--- config.mk ---
export PLATFORM = sky130hd
export DESIGN_NAME = hill_cipher_3x3_mod37_encrypt_core
export DESIGN_NICKNAME = d
export VERILOG_FILES = /design/src/rtl/core/hc37_pkg.sv /design/src/rtl/core/hill_cipher_3x3_mod37_encrypt_core.sv
export VERILOG_INCLUDE_DIRS = /design/src /design/src/rtl/core
export SDC_FILE = /design/constraint.sdc
export NUM_CORES = 2
export LEC_CHECK = 0
export BUFFER_PORTS_ARGS = -buffer_cell sky130_fd_sc_hd__buf_2
export CAP_MARGIN = 25
export CORE_MARGIN = 1.5
export CORE_UTILIZATION = 34
export DETAILED_ROUTE_END_ITERATION = 8
export PLACE_DENSITY = 0.48
export SLEW_MARGIN = 0
export SYNTH_ARGS = -nofsm -noshare
export SYNTH_HDL_FRONTEND = slang
export SYNTH_SLANG_ARGS = --single-unit
--- constraint.sdc ---
create_clock -name clk_i -period 22.4 [get_ports clk_i]
set_input_delay 3.36 -clock clk_i [delete_from_list [all_inputs] [get_ports clk_i]]
set_output_delay 3.36 -clock clk_i [all_outputs]
set_load 0.01 [all_outputs]
--- src/rtl/core/hill_cipher_3x3_mod37_encrypt_core_macros.svh ---
// Assertion macros for the 3x3 mod-37 Hill cipher encrypt core.
`ifndef HILL_CIPHER_3X3_MOD37_ENCRYPT_CORE_MACROS_SVH
`define HILL_CIPHER_3X3_MOD37_ENCRYPT_CORE_MACROS_SVH
`ifndef SYNTHESIS
// Same-cycle implication under reset.
`define HC_ASSERT_IMPL(lbl, clk, rstn, pre, post) \
  lbl: assert property (@(posedge clk) disable iff (!rstn) (pre) |-> (post)) \
    else $error("assertion failed: lbl");
// Next-cycle implication under reset.
`define HC_ASSERT_NEXT(lbl, clk, rstn, pre, post) \
  lbl: assert property (@(posedge clk) disable iff (!rstn) (pre) |=> (post)) \
    else $error("assertion failed: lbl");
`else
`define HC_ASSERT_IMPL(lbl, clk, rstn, pre, post)
`define HC_ASSERT_NEXT(lbl, clk, rstn, pre, post)
`endif
`endif

--- src/rtl/core/hc37_pkg.sv ---
// Constants, types and helper functions for the 3x3 mod-37 Hill cipher core.
package hc37_pkg;

  localparam int SymbolCount = 37;
  localparam int SymWidth    = 6;
  localparam int CharWidth   = 8;
  localparam int KeyWidth    = 3 * SymWidth;
  localparam int SumWidth    = 13;
  localparam int RecipShift  = 16;
  localparam int RecipMul    = (1 << RecipShift) / SymbolCount;

  localparam logic [SymWidth-1:0]  SymDot       = 6'd36;
  localparam logic [SymWidth-1:0]  SymLastDigit = 6'd9;
  localparam logic [CharWidth-1:0] CharDot      = 8'h2E;
  localparam logic [CharWidth-1:0] CharZero     = 8'h30;
  localparam logic [CharWidth-1:0] CharNine     = 8'h39;
  localparam logic [CharWidth-1:0] CharUpperA   = 8'h41;
  localparam logic [CharWidth-1:0] CharUpperZ   = 8'h5A;
  localparam logic [CharWidth-1:0] LetterOffset = 8'd55;

  // Register indexes on the configuration port.
  localparam logic [1:0] CfgKeyRowZero = 2'd0;
  localparam logic [1:0] CfgKeyRowOne  = 2'd1;
  localparam logic [1:0] CfgKeyRowTwo  = 2'd2;

  typedef logic [SymWidth-1:0] sym_t;
  typedef logic [SumWidth-1:0] sum_t;

  typedef struct packed {
    logic bad;
    sym_t sym;
  } sym_map_t;

  function automatic sym_map_t char_to_sym(input logic [CharWidth-1:0] c);
    sym_map_t m;
    m.bad = 1'b0;
    m.sym = '0;
    if (c == CharDot) begin
      m.sym = SymDot;
    end else if (c >= CharZero && c <= CharNine) begin
      m.sym = SymWidth'(c - CharZero);
    end else if (c >= CharUpperA && c <= CharUpperZ) begin
      m.sym = SymWidth'(c - LetterOffset);
    end else begin
      m.bad = 1'b1;
    end
    return m;
  endfunction

  function automatic logic [CharWidth-1:0] sym_to_char(input sym_t s);
    logic [CharWidth-1:0] c;
    if (s == SymDot) begin
      c = CharDot;
    end else if (s <= SymLastDigit) begin
      c = CharWidth'(s) + CharZero;
    end else begin
      c = CharWidth'(s) + LetterOffset;
    end
    return c;
  endfunction

  // Reciprocal multiply gives the quotient or one less; one subtract corrects it.
  function automatic sym_t mod37(input sum_t x);
    logic [SumWidth+RecipShift-5:0] prod;
    logic [7:0]                     q;
    logic [SumWidth:0]              qm;
    logic [6:0]                     r;
    prod = (SumWidth+RecipShift-4)'(x) * (SumWidth+RecipShift-4)'(RecipMul);
    // Quotient of the largest row sum stays below 256.
    q    = prod[RecipShift+7:RecipShift];
    qm   = (SumWidth+1)'(q) * (SumWidth+1)'(SymbolCount);
    r    = 7'((SumWidth+1)'(x) - qm);
    if (r >= 7'(SymbolCount)) begin
      r = r - 7'(SymbolCount);
    end
    return r[SymWidth-1:0];
  endfunction

endpackage

--- src/rtl/core/hill_cipher_3x3_mod37_encrypt_core.sv ---
// Top level of the 3x3 mod-37 Hill cipher encryptor: block collect, matrix multiply, emit.
// Flow: a block-closing request is taken into the vector register, the row sums then into the
// sum register and the characters into the result register, each stage held by a stall below.
// Throughput: one request per cycle for full blocks and one char out per cycle, both while
// m_axis_tready stays high; early closes wait. Characters leave the result register in order.
// Reset (rst_ni low, asynchronous): empties the open block and all pipeline stages, keys to 0.
`include "hill_cipher_3x3_mod37_encrypt_core_macros.svh"
module hill_cipher_3x3_mod37_encrypt_core (
  input  logic                            clk_i,
  input  logic                            rst_ni,
  // configuration write port
  input  logic                            cfg_we_i,
  input  logic [1:0]                      cfg_idx_i,
  input  logic [hc37_pkg::KeyWidth-1:0]   cfg_data_i,
  // plaintext requests
  input  logic                            s_axis_tvalid,
  output logic                            s_axis_tready,
  input  logic [7:0]                      s_axis_tdata,   // [7:0] in_char
  input  logic                            s_axis_tlast,   // in_last
  // ciphertext results
  output logic                            m_axis_tvalid,
  input  logic                            m_axis_tready,
  output logic [7:0]                      m_axis_tdata,   // [7:0] out_char
  output logic                            m_axis_tlast,   // run_last
  output logic [1:0]                      m_axis_tuser    // [0] message_end, [1] bad_char
);
  import hc37_pkg::*;

  // Key matrix, one 18-bit row per register, column 0 in the low bits.
  logic [2:0][KeyWidth-1:0] key_q;

  // Open block.
  sym_t [1:0] buf_q;
  logic [1:0] fill_q;
  logic       blk_bad_q;

  // Stage 1: closed block vector.
  logic       vec_valid_q;
  sym_t [2:0] vec_q, vec_d;
  logic       vec_last_q, vec_bad_q;

  // Stage 2: row sums.
  logic       sum_valid_q;
  sum_t [2:0] sum_q, sum_d;
  logic       sum_last_q, sum_bad_q;

  // Stage 3: ciphertext characters and serializer.
  logic                        res_valid_q;
  logic [2:0][CharWidth-1:0]   res_char_q, res_char_d;
  logic                        res_last_q, res_bad_q;
  logic [1:0]                  res_idx_q;

  logic     in_acc, out_acc, closes;
  logic     out_free, sum_adv, sum_free, vec_adv, vec_free;
  sym_map_t in_map;

  // Pipeline flow: each stage moves on when the one after it is empty or draining.
  assign out_acc  = m_axis_tvalid && m_axis_tready;
  assign out_free = !res_valid_q || (m_axis_tready && res_idx_q == 2'd2);
  assign sum_adv  = sum_valid_q && out_free;
  assign sum_free = !sum_valid_q || sum_adv;
  assign vec_adv  = vec_valid_q && sum_free;
  assign vec_free = !vec_valid_q || vec_adv;

  assign s_axis_tready = vec_free;
  assign in_acc        = s_axis_tvalid && s_axis_tready;

  assign in_map = char_to_sym(s_axis_tdata);
  // A third symbol or the message end closes the block.
  assign closes = fill_q[1] || s_axis_tlast;

  // Place held symbols first, this symbol next, zeros for the missing places.
  always_comb begin
    vec_d = '0;
    if (fill_q[1]) begin
      vec_d[0] = buf_q[0];
      vec_d[1] = buf_q[1];
      vec_d[2] = in_map.sym;
    end else if (fill_q[0]) begin
      vec_d[0] = buf_q[0];
      vec_d[1] = in_map.sym;
    end else begin
      vec_d[0] = in_map.sym;
    end
  end

  // Row i of the key times the block vector; products are independent.
  always_comb begin
    for (int i = 0; i < 3; i++) begin
      sum_d[i] = '0;
      for (int k = 0; k < 3; k++) begin
        sum_d[i] = sum_d[i] + SumWidth'(key_q[i][SymWidth*k +: SymWidth]) * SumWidth'(vec_q[k]);
      end
    end
  end

  always_comb begin
    for (int i = 0; i < 3; i++) begin
      res_char_d[i] = sym_to_char(mod37(sum_q[i]));
    end
  end

  always_ff @(posedge clk_i or negedge rst_ni) begin
    if (!rst_ni) begin
      key_q       <= '0;
      buf_q       <= '0;
      fill_q      <= '0;
      blk_bad_q   <= 1'b0;
      vec_valid_q <= 1'b0;
      sum_valid_q <= 1'b0;
      res_valid_q <= 1'b0;
      res_idx_q   <= '0;
    end else begin
      if (cfg_we_i) begin
        unique case (cfg_idx_i)
          CfgKeyRowZero: key_q[0] <= cfg_data_i;
          CfgKeyRowOne:  key_q[1] <= cfg_data_i;
          CfgKeyRowTwo:  key_q[2] <= cfg_data_i;
          default: ;
        endcase
      end

      // Collect symbols or hand the closed block to stage 1 and clear.
      if (in_acc) begin
        if (closes) begin
          buf_q     <= '0;
          fill_q    <= '0;
          blk_bad_q <= 1'b0;
        end else begin
          buf_q[fill_q[0]] <= in_map.sym;
          fill_q           <= fill_q + 2'd1;
          blk_bad_q        <= blk_bad_q | in_map.bad;
        end
      end

      if (in_acc && closes) begin
        vec_valid_q <= 1'b1;
      end else if (vec_adv) begin
        vec_valid_q <= 1'b0;
      end

      if (vec_adv) begin
        sum_valid_q <= 1'b1;
      end else if (sum_adv) begin
        sum_valid_q <= 1'b0;
      end

      // Step through the three characters; reload when the last one leaves.
      if (sum_adv) begin
        res_valid_q <= 1'b1;
        res_idx_q   <= '0;
      end else if (out_acc) begin
        if (res_idx_q == 2'd2) begin
          res_valid_q <= 1'b0;
          res_idx_q   <= '0;
        end else begin
          res_idx_q <= res_idx_q + 2'd1;
        end
      end
    end
  end

  // Payload registers: no reset needed.
  always_ff @(posedge clk_i) begin
    if (in_acc && closes) begin
      vec_q      <= vec_d;
      vec_last_q <= s_axis_tlast;
      vec_bad_q  <= blk_bad_q | in_map.bad;
    end
    if (vec_adv) begin
      sum_q      <= sum_d;
      sum_last_q <= vec_last_q;
      sum_bad_q  <= vec_bad_q;
    end
    if (sum_adv) begin
      res_char_q <= res_char_d;
      res_last_q <= sum_last_q;
      res_bad_q  <= sum_bad_q;
    end
  end

  assign m_axis_tvalid = res_valid_q;
  assign m_axis_tdata  = res_char_q[res_idx_q];
  assign m_axis_tlast  = (res_idx_q == 2'd2);
  assign m_axis_tuser  = {res_bad_q, res_last_q};

  `HC_ASSERT_IMPL(a_fill_range, clk_i, rst_ni, 1'b1, fill_q != 2'd3)
  `HC_ASSERT_IMPL(a_idle_idx, clk_i, rst_ni, !res_valid_q, res_idx_q == 2'd0)
  `HC_ASSERT_NEXT(a_close_loads, clk_i, rst_ni, in_acc && closes, vec_valid_q && fill_q == 2'd0)
  `HC_ASSERT_NEXT(a_sum_holds, clk_i, rst_ni, sum_valid_q && !out_free, sum_valid_q && $stable(sum_q))

endmodule

==> impl_metrics.tcl <==
set metrics [dict create \
    cts_max_level 4 \
    slew_headroom_pct 29.5 \
    diodes 0 \
    drv_cap 0 \
    dp_hpwl_mm 55.7 \
    grt_pass1_vias 20500 \
    yosysSeqAreaShare_pct 15.5 \
    syn_area_sq_um 28100 \
    ys_seq_elements 158 \
    via_count 18800 \
    start_util_pct 34.3 \
    cts_tree "yes" \
    clkSinkCount 158 \
    hold_path.class "reg -> reg" \
    synthCells 2866 \
    timing.fmax_ghz 0.0986 \
    cts.repair.resized 0 \
    cp-end-kind "register" \
    grt.overflow.total 0 \
    r2r-start "sum_q[21]$_DFFE_PP_" \
    setup_viol_count_final 0 \
    r2r_slack_ns 12.25 \
    critPathMaxFanout 9 \
    worst_slew_pin_slew_ns 1.06 \
    areaGrowthSynthToFinish_pct 7.53 \
    firstDrtPassIters 5 \
    layout-drive-gt1-share_pct 6.10 \
    reg2regPathDepth 35 \
    grt_pass1_wl_mm 109 \
    pin_count 47 \
    critPathLaunchType "register" \
    rsz0062_at_grt "no" \
    slew_violations 0 \
    drc_errors 0 \
    clk_latency_ns 0.49 \
    fin_crit_ns 10.15 \
    synth-async-reset-ratio_pct 46.8 \
    cts_root_buf "clkbuf_16" \
    wl_mm 65.5 \
    ys_dominant_reg_cell "edfxtp_1" \
    synth_cell_types 84 \
    track_usage_pct 16.2 \
    crit_path_end "res_char_q[8]$_SDFFCE_PN0P_" \
    nets 3801 \
    die_y_um 291 \
    finalHoldViolations 0 \
    status "complete, no violations" \
    cts_setup_buffers 0 \
    final.fill_count 8404 \
    die-width_um 291 \
    synth-edff-count 84 \
    setup_ws_ns 12.25 \
    worstPathArrival_ns 10.38 \
    grt_max_degree 75 \
    drt_iter0_markers 847 \
    antenna_found_initial 1 \
    worstReg2RegEnd "res_char_q[8]$_SDFFCE_PN0P_" \
    skew_ns 0.0267 \
    gp_congestion 0.875 \
    clkTransAtPathRegs_ns 0.08 \
    cts_buffers 17 \
    cpMaxStageDelayCell "fa_1" \
    place_ws_ns 12.30 \
    avgSynthCellArea_sq_um 9.82 \
    wl_per_cell_um 16.4 \
    cts_buffer_depth 2 \
    worstSetupPathType "reg -> reg" \
    placementRows 105 \
    fp.dieArea_sq_um 84500 \
    via_per_inst 4.73 \
    slowest_delay_ns 0.54 \
    ant_nets 0 \
    tns_ns 0 \
    io_buffer_count 45 \
    postCtsHoldBufs 0 \
    syn_nets 3764 \
    startpoint "sum_q[21]$_DFFE_PP_" \
    min_period_over_period_pct 45.3 \
    core_sq_um 82000 \
    yosys_warnings 0 \
    cp.required_ns 22.63 \
]
final cells by class:
cell class / count / area (sq um) / area share, %
sequential: 158 / 4370 / 14.5
timing repair buffer: 54 / 328 / 1.08
clock inverter: 15 / 166 / 0.550
tap: 1070 / 1340 / 4.42
multi-input combinational: 1970 / 21000 / 69.4
inverter: 702 / 2640 / 8.71
clock buffer: 17 / 425 / 1.41
worst min path at each step:
stage | from | endpoint | cells past startpoint
floorplan | sum_bad_q$_DFFE_PP_ | res_bad_q$_DFFE_PP_ | 0
global placement | sum_last_q$_DFFE_PP_ | res_last_q$_DFFE_PP_ | 0
detailed placement | sum_last_q$_DFFE_PP_ | res_last_q$_DFFE_PP_ | 0
CTS | vec_bad_q$_DFFE_PP_ | sum_bad_q$_DFFE_PP_ | 0
global route | vec_bad_q$_DFFE_PP_ | sum_bad_q$_DFFE_PP_ | 0
finish | vec_bad_q$_DFFE_PP_ | sum_bad_q$_DFFE_PP_ | 0
metal layers:
| metal | GRT usage, % | vias up | wire length, um |
|---|---|---|---|
| met5 | 0 | - | 19 |
| met4 | 3.61 | 2 | 1030 |
| met3 | 1.97 | 59 | 1950 |
| met2 | 27.3 | 248 | 31500 |
| met1 | 22.2 | 9445 | 31000 |
| li1 | - | 9080 | - |
layout by cell type, fill, tap and decap left out, types with 16 or more instances in the layout:
master     Yosys  final
a21o_1        28     28
a21oi_1       90     90
and2_1       174    173
buf_2          1     44
clkbuf_16      0     17
dfrtp_1       74     74
edfxtp_1      84     84
fa_1         429    429
ha_1         435    435
inv_1        702    702
mux2_2        59     59
nand2_1      259    259
nand3_1       17     17
nor2_1        64     64
nor3_1        16     16
o21ai_0       66     66
o21bai_1      30     30
xnor2_1      100    100
xor2_1        22     22
per-stage QoR:
step	hold slack, ns	cell area [sq um]	instances	utilization, %
final	0.419	30300	3986	36.9
after global routing	0.435	30300	3986	36.9
after floorplan	0.400	28100	2866	-
after global placement	0.406	29600	3951	36.1
after detailed placement	0.405	29600	3952	36.2
after CTS	0.422	30200	3984	36.9
flip-flops by register name, indices dropped and copies added (netlist names):
name and cells:
vec_valid_q 1, res_char_q 21, m_axis_tvalid 1, res_bad_q 1, sum_bad_q 1, key_q 54, vec_q 18, sum_last_q 1
sum_valid_q 1, buf_q 12, res_last_q 1, vec_last_q 1, fill_q 2, sum_q 39, blk_bad_q 1, res_idx_q 2
vec_bad_q 1
synthesized netlist by cell type, types with 7 or more instances:
cell type  instances  area, sq um
xor2_1            22          193
nand4_1            8         50.1
a21o_1            28          210
nor3_1            16         80.1
and3_1             8         50.1
clkbuf_1          31          116
o21a_1             8         60.1
edfxtp_1          84         2520
and2_1           174         1090
nand3_1           17         85.1
a211oi_1           7         52.6
fa_1             429         8590
nand2_1          259          972
o21bai_1          30          225
a21oi_1           90          450
inv_1            702         2640
o21ai_0           66          330
nor2_1            64          240
ha_1             435         5440
a22o_1            11         96.3
nor2b_1            8         50.1
or2_2              8         50.1
mux2_2            59          664
dfrtp_1           74         1850
mux2i_1           12          120
xnor2_1          100          876
logic make-up (layout without fill, tap and decap cells):
| group | Yosys count | count (layout) | share of synthesized area [%] |
|---|---|---|---|
| buffers and inverters | 738 | 788 | 9.89 |
| flip-flops | 158 | 158 | 15.5 |
| AND/OR/NAND/NOR | 591 | 591 | 10.2 |
| XOR/XNOR | 129 | 129 | 4.30 |
| AO/OA/AOI/OAI | 313 | 313 | 7.35 |
| adder cells (fa/ha/maj) | 864 | 864 | 49.8 |
| multiplexers | 72 | 72 | 2.84 |
| other | 1 | 1 | 0.0133 |
worst max-delay path, delay by kind of cell (launching register included):
family / cells / cell delay [ns]
adders and majority gates: 12 / 4.66
AOI/OAI and AO/OA: 7 / 1.72
and+or+nand+nor: 5 / 0.91
buffers and inverters: 6 / 0.54
xor gates and xnor gates: 4 / 1.20
muxes: 1 / 0.36
DFF: 1 / 0.53
Power is not shown: default switching activity piles up to over one toggle a cycle in this logic, so the estimate is an artifact.
